## src/rtl/pbf_pkg.sv

```systemverilog
`timescale 1ns / 1ps

package pbf_pkg;

    localparam int NUM_HASHES     = 5;
    localparam int SECTION_LENGTH = 16384;
    localparam int OFF_W          = $clog2(SECTION_LENGTH);
    localparam int FIFO_DEPTH     = 8;
    localparam int FIFO_AW        = $clog2(FIFO_DEPTH);
    localparam int PIPE_STAGES    = 5;
    localparam int STAGE_W        = $clog2(PIPE_STAGES + 1);

    localparam logic [31:0] MUR_C1     = 32'hcc9e2d51;
    localparam logic [31:0] MUR_C2     = 32'h1b873593;
    localparam logic [31:0] MUR_E      = 32'he6546b64;
    localparam logic [31:0] MUR_F1     = 32'h85ebca6b;
    localparam logic [31:0] MUR_F2     = 32'hc2b2ae35;
    localparam logic [31:0] KEY_BYTES  = 32'd4;

    localparam logic CMD_INSERT = 1'b0;
    localparam logic CMD_QUERY  = 1'b1;

    typedef logic [OFF_W-1:0] offset_t;

    typedef struct packed {
        logic                         cmd;
        offset_t [NUM_HASHES-1:0]     offs;
    } pbf_op_t;

    function automatic logic [31:0] rotl32(input logic [31:0] v, input int r);
        rotl32 = (v << r) | (v >> (32 - r));
    endfunction

endpackage

```

## src/rtl/pbf_fifo.sv

```systemverilog
`timescale 1ns / 1ps

module pbf_fifo (
    input  logic                       clk,
    input  logic                       rst_n,
    input  logic                       push,
    input  pbf_pkg::pbf_op_t           wdata,
    input  logic                       pop,
    output pbf_pkg::pbf_op_t           rdata,
    output logic                       not_empty,
    output logic [pbf_pkg::FIFO_AW:0]  count
);
    import pbf_pkg::*;

    pbf_op_t             mem_reg [FIFO_DEPTH];
    logic [FIFO_AW-1:0]  wptr_reg;
    logic [FIFO_AW-1:0]  rptr_reg;
    logic [FIFO_AW:0]    count_reg;

    assign rdata     = mem_reg[rptr_reg];
    assign not_empty = (count_reg != '0);
    assign count     = count_reg;

    always_ff @(posedge clk or negedge rst_n)
    begin
        if (!rst_n)
        begin
            wptr_reg  <= '0;
            rptr_reg  <= '0;
            count_reg <= '0;
        end
        else
        begin
            if (push)
            begin
                wptr_reg <= wptr_reg + 1'b1;
            end
            if (pop)
            begin
                rptr_reg <= rptr_reg + 1'b1;
            end
            if (push && !pop)
            begin
                count_reg <= count_reg + 1'b1;
            end
            else if (pop && !push)
            begin
                count_reg <= count_reg - 1'b1;
            end
        end
    end

    always_ff @(posedge clk)
    begin
        if (push)
        begin
            mem_reg[wptr_reg] <= wdata;
        end
    end

endmodule

```

## config.mk

```make
export PLATFORM = sky130hd
export DESIGN_NAME = pbf_fifo
export DESIGN_NICKNAME = d
export VERILOG_FILES = /design/src/rtl/pbf_pkg.sv /design/src/rtl/pbf_fifo.sv
export SDC_FILE = /design/constraint.sdc
export NUM_CORES = 1
export LEC_CHECK = 0
export BUFFER_PORTS_ARGS = -buffer_cell sky130_fd_sc_hd__clkbuf_2
export CAP_MARGIN = 20
export CORE_MARGIN = 8
export CORE_UTILIZATION = 33
export CTS_CLUSTER_DIAMETER = 60
export CTS_CLUSTER_SIZE = 20
export DETAILED_ROUTE_END_ITERATION = 6
export SLEW_MARGIN = 20
export SYNTH_ARGS = -nofsm -noshare
export SYNTH_HDL_FRONTEND = slang
export SYNTH_SLANG_ARGS = --single-unit
```

## constraint.sdc

```tcl
create_clock -name clk -period 11.5 [get_ports clk]
set_clock_uncertainty 0.15 [all_clocks]
set_input_delay 1.725 -clock clk [delete_from_list [all_inputs] [get_ports clk]]
set_output_delay 1.725 -clock clk [all_outputs]
set_load 0.1 [all_outputs]
```

======== Yosys cells after proc, flatten, opt, wreduce, memory -nomap -nowiden ========
Memory sizes are Yosys's and may differ from the RTL's.
Cells that the tools add are included.
word-level totals
  register bits after elaboration ......... 10
  bits in writable memories ............... 568
  input port bits ......................... 75
  output and inout port bits .............. 76
  word-level logic and storage cells ...... 18
  memories ................................ 1
memory list
  name     words  width  read ports  clocked after Yosys merged registers in  wr ports  RTL line        RTL
  mem_reg  8      71     1           0                                        1         pbf_fifo.sv:15  pbf_op_t mem_reg [FIFO_DEPTH];
cells by class
  add/subtract/negate cells ............... 4
  muxes and demuxes ....................... 4
  reduce and logical (&&, ||, !) cells .... 6
operators with widths
  kind                 count
  $mux 4               2
  $add 3x1->3 const B  2
  $add 4x1->4 const B  1
  $reduce_bool 4->1    1
  $sub 4x1->4 const B  1
  $logic_and 1x1->1    2
  $logic_not 1->1      2
  $mux 1               2
  $reduce_bool 2->1    1

======== Longest topological paths before layout ========
Gate-level depths: netlist of the first run.
  depth in word-level cells ............... 4
  gate-level depth with buffers ........... 7
  gate-level depth less buffers ........... 7

======== Worst setup path before layout of the first run ========
No wires, ideal clock.
  kind .................................... input port to flip-flop
  start ................................... input port push
  end ..................................... memory mem_reg[0][0] (netlist bit), enable pin
  setup time .............................. 0.587 ns
  arrival ................................. 6.639 ns
  required time ........................... 10.763 ns
  path slack .............................. 4.123 ns
  stages .................................. 2
  buffers on the path ..................... 0
  path through ............................ nand2b_1 nor3_1
on the way
  cells in the longest elaborated chain, start to end .. 2
ends and longest elaborated chain
  what                          RTL line        RTL
  start, declared               pbf_fifo.sv:6   input logic push,
  $mux 1                        pbf_fifo.sv:55  if (push)
  $mux 1 (not written as such)  pbf_fifo.sv:57  mem_reg[wptr_reg] <= wdata;
  end, declared                 pbf_fifo.sv:15
No other way between the ends.

==> metrics, run 1 <==
status=completed; cts hold-fix bufs=0; Routed WL per cell=22.9 µm; Worst Setup Path Type=register to primary output; initial antenna violation count=1; Antenna Cells=0; Synth Flop Type=edfxtp_1; CTS sink cnt=578; YS warnings=0; vias in the first global route=10400; Worst Path Buf+Inv=3; Critical Path End Type=primary output; CP Max Fanout=48; RR Startpoint=wptr_reg[1]; CTS resizes=0; Post-synth EDFFs=568; vias=9547; area grow syn2layout=14.6%; CTS tree=built; # setup viols final=0; die area=75800 µm²; clk root buf=clkbuf_16; R2R depth=4; Fill cells=5955; RSZ-0062 raised after global routing=false; CP Data Arrival Time=4.19 ns; post-synth cell types=28; post-route setup TNS=0 ns; design area=25400 µm²; slowest cell on the critical path=buf_4; drt initial violations=795; largest stage delay on the critical path=0.80 ns; Final Hold Viols=0; clk buf depth=3; sequence of cells on the critical path=buf_4 > buf_4 > mux4_2 > mux2_4 > clkbuf_2; Congestion Overflow GR=0; Routed Antenna Nets=0; IO Pins=151; Reg clk slew, reported paths=0.07 ns; Min Clock Period, post-route=6.07 ns; Max Cap Viol=0; Worst Hold Path EP=count[2]; Least-Margin Pin Slew=1.08 ns; Die Ht=275 µm; largest net degree at the start of global routing=70; total global-route track usage=11.8%; Cell Area, Placed=24000 µm²; delay-heaviest family, CP=buffers and inverters; Hold Crit Class=register to register; period utilization=52.8%; Multi-input gate area=4620 µm²; Crit path top cell by count=buf_4; Die Wd=275 µm; Fmax achieved=165 MHz; Hold Path Depth=2; DRC=0; r2r setup slk=8.51 ns; Setup Buffers After CTS=0; max FFs per register=568; Crit path required time=9.63 ns; Syn Nets=961; htree depth=2; post-synthesis sequential area ratio=78.0%; Syn Area/Cell=25.2 µm²; PortBufs=150; Vias/cell=4.87; register area=17300 µm²; fraction of layout cells with a size suffix above 1=43.1%; number of synthesized register bits=578; final WL=44900 µm; Initial Utilization=33.2%; Setup WS post-layout=5.43 ns; FFs w/ async S/R, synth=1.73%; clk_lat worst skew=0.58 ns; Post-Synthesis Cells=880; worst slack, placed=5.92 ns; Pre-Repair DR Iteration Count=4; core area=66900 µm²; max-slew violations=0; detailed placement HPWL=24400 µm; CTS Buf Count=45; Rel. slew slack=27.9%; FF-to-FF End=mem_reg[4][17]; first-pass GRT wire length=66700 µm; Nets=1139; Placer Congestion=0.669; Synth Cell Area=22200 µm²; Hold Startpoint=count[2]; # rows=95; Startpoint Class=register
-- cell type report --
class,count,share of cell area [%]
sequential,578,68.1
timing repair buffer,172,3.60
clock inverter,28,1.12
clock buffer,50,4.67
tap,873,4.30
inverter,2,0.0295
multi-input combinational,259,18.2
-- synthesized netlist by cell type, types with 2 or more instances --
cell type	instances	area (µm²)
edfxtp_1	568	17100
mux4_2	142	3200
mux2_4	62	931
buf_2	16	80.1
mux2_2	12	135
clkbuf_1	10	37.5
dfrtp_1	10	250
buf_12	8	160
buf_1	6	22.5
nand2_1	6	22.5
nor2_1	6	22.5
ha_1	5	62.6
xnor2_1	4	35.0
nand2b_1	3	18.8
nor3_1	3	15.0
a21oi_1	2	10.0
inv_1	2	7.51
nand3_1	2	10.0
o211ai_1	2	15.0
or4_1	2	15.0
xor2_1	2	17.5
-- cells in the final DEF (no fill, tap or decap), types with 6 or more instances in the layout --
cell type,count
edfxtp_1,568
clkbuf_2,150
mux4_2,142
mux2_4,62
clkbuf_16,47
buf_4,22
mux2_2,12
dfrtp_1,7
nand2_1,6
nor2_4,6
-- per-layer routing --
| layer | global-route usage [%] | part of all wire [%] |
|---|---|---|
| met3 | 2.41 | 4.6 |
| met4 | 3.21 | 2.0 |
| met2 | 20.0 | 50 |
| met5 | 0 | 0.029 |
| met1 | 15.3 | 43 |
-- through the flow --
| stage | util (%) | std cells | hold WS [ns] |
|---|---|---|---|
| 6_report | 38.0 | 1962 | 0.404 |
| 5_1_grt | 38.0 | 1962 | 0.429 |
| 4_1_cts | 38.0 | 1962 | 0.409 |
| 3_5_place_dp | 35.8 | 1884 | 0.391 |
| 3_3_place_gp | 35.8 | 1884 | 0.389 |
| 2_1_floorplan | - | 880 | 0.367 |
-- worst reg2reg max path, cell delays in order (launching register included) --
cell	delay, ns
dfrtp_1	0.40
nand2b_1	0.31
nor2_4	0.46
buf_4	0.56
buf_4	0.68
-- kinds of logic after synthesis --
group | Yosys count | synth area share (%)
adder cells (fa/ha/maj) | 6 | 0.372
buffers and inverters | 43 | 1.44
XOR/XNOR | 6 | 0.237
AO/OA/AOI/OAI | 6 | 0.186
flip-flops | 578 | 78.0
AND/OR/NAND/NOR | 24 | 0.530
multiplexers | 217 | 19.3
-- how the worst max path moves through the flow --
stage	from	endpoint	cells after the start
global placement	rptr_reg[0]	rdata[41]	5
CTS	rptr_reg[0]	rdata[41]	5
finish	rptr_reg[0]	rdata[41]	5
floorplan	push	mem_reg[0][0]	2
detailed placement	rptr_reg[0]	rdata[41]	5
global route	rptr_reg[0]	rdata[29]	5
Power of run 1 is not shown: default switching activity piles up to over one toggle a cycle in this logic, so the estimate is an artifact.
==> run 2, diff against run 1 <==
- clock period: 11.5 -> 5.1 ns (I/O delays scaled with it)
==> metrics, run 2 (synthesized netlist as in run 1, its figures left out) <==
status=completed; # setup viols final=0 (unchanged); Placer Congestion=0.681 (+1.8%); most frequent cells in the layout=edfxtp_1, clkbuf_2, mux4_2; Die Ht=275 µm (unchanged); Core Util, Final=38.3% (+0.29 points); cts hold-fix bufs=1 (+1); initial antenna violation count=9 (+8); Min Clock Period, post-route=4.16 ns; delay-heaviest family, CP=flip-flops; Crit path required time=4.18 ns (-5.45 ns); Fmax achieved=241 MHz; detailed placement HPWL=25100 µm (+2.9%); Initial Utilization=33.2% (unchanged); FF-to-FF End=mem_reg[3][45]; Setup Buffers After CTS=0 (unchanged); Routed Antenna Nets=0 (unchanged); design area=25600 µm² (+0.76%); Final Hold Viols=0 (unchanged); largest net degree at the start of global routing=72 (+2.9%); largest stage delay on the critical path=0.98 ns (+0.18 ns); Hold Crit Class=input pin to register; Die Wd=275 µm (unchanged); CP Data Arrival Time=3.24 ns (-0.95 ns); final WL=46000 µm (+2.5%); vias in the first global route=10400 (-0.12%); Hold Startpoint=pop; first-pass GRT wire length=68300 µm (+2.3%); Worst Path Buf+Inv=2 (-1); met3 usage=3.69% (+1.3 points); Critical Path End Type=primary output; core area=66900 µm² (unchanged); Max Cap Viol=0 (unchanged); max-slew violations=0 (unchanged); Cell Area, Placed=24100 µm² (+0.61%); RR Startpoint=wptr_reg[0]; area grow syn2layout=15.4%; Congestion Overflow GR=0 (unchanged); Rel. slew slack=34.2% (+6.3 points); met2 usage=20.4% (+0.33 points); r2r setup slk=2.69 ns (-5.82 ns); htree depth=2 (unchanged); fraction of layout cells with a size suffix above 1=43.3% (+0.18 points); Nets=1140 (+0.088%); period utilization=81.5%; Startpoint Class=register; CTS resizes=0 (unchanged); most used routing layer=met2; Reg clk slew, reported paths=0.08 ns (about the same); vias=9507 (-0.42%); R2R depth=3 (-1); DRC=0 (unchanged); total global-route track usage=12.2% (+0.40 points); CTS tree=built; drt initial violations=607 (-24%); CP Max Fanout=39 (-19%); Routed WL per cell=23.4 µm (+2.3%); clk_lat worst skew=0.57 ns (about the same); CTS sink cnt=578 (unchanged); Vias/cell=4.84 (-0.62%); RSZ-0062 raised after global routing=false; post-route setup TNS=0 ns (unchanged); Worst Hold Path EP=rptr_reg[0]; max FFs per register=568 (unchanged); Pre-Repair DR Iteration Count=4 (unchanged); # rows=95 (unchanged); PortBufs=150 (unchanged); most common cell after layout, fill and taps aside=edfxtp_1; CTS Buf Count=44 (-2.2%); IO Pins=151 (unchanged); Worst Setup Path Type=register to primary output; clk root buf=clkbuf_16; Least-Margin Pin Slew=0.984 ns (-0.0969 ns); clk buf depth=3 (unchanged); slowest cell on the critical path=dfrtp_4; met1 Track Usage GR=15.6% (+0.36 points); sequence of cells on the critical path=buf_12 > mux4_2 > mux2_4 > clkbuf_2; die area=75800 µm² (unchanged); Hold Path Depth=2 (unchanged)
[run 2: cell types whose count changed in the layout (fill, tap and decap cells not counted), moves of 4 or more]
| cell | before | now |
|---|---|---|
| buf_12 | 0 | 10 |
| buf_4 | 22 | 13 |
| bufinv_16 | 0 | 4 |
| diode_2 | 0 | 4 |
[run 2: layer usage]
metal	part of all wire, %	vias to the layer above
li1	-	4132
met1	42	5113
met2	49	183
met3	6.3	67
met4	1.6	12
met5	0.16	-
[run 2: stage by stage]
stage                     cells  worst slack [ns]  hold slack, ns
after floorplan             880             0.589           0.319
after global placement     1885              1.47           0.367
after detailed placement   1885              1.46           0.396
after CTS                  1962             0.804           0.252
after global routing       1962             0.726           0.272
final                      1966             0.944           0.300
[run 2: worst max path at each step]
stage                            from             to  slack [ns]  cells past startpoint
after floorplan                  push  mem_reg[1][0]        0.59                      2
after global placement    rptr_reg[0]      rdata[32]        1.47                      4
after detailed placement  rptr_reg[0]      rdata[49]        1.46                      4
after CTS                 rptr_reg[0]      rdata[49]        0.80                      4
after global routing      rptr_reg[0]      rdata[49]        0.73                      4
final                     rptr_reg[0]      rdata[43]        0.94                      4
[run 2: layout make-up]
cell class | instances | area, µm²
fillers | 5939 | 41300
flip-flops and latches | 578 | 17300
multi-input cells | 259 | 4640
clock buffers | 48 | 1140
well taps | 873 | 1090
repair buffers | 174 | 1060
clock inverters | 28 | 363
diodes | 4 | 10.0
inverters | 2 | 7.51
Power of run 2 is left out for the same reason.
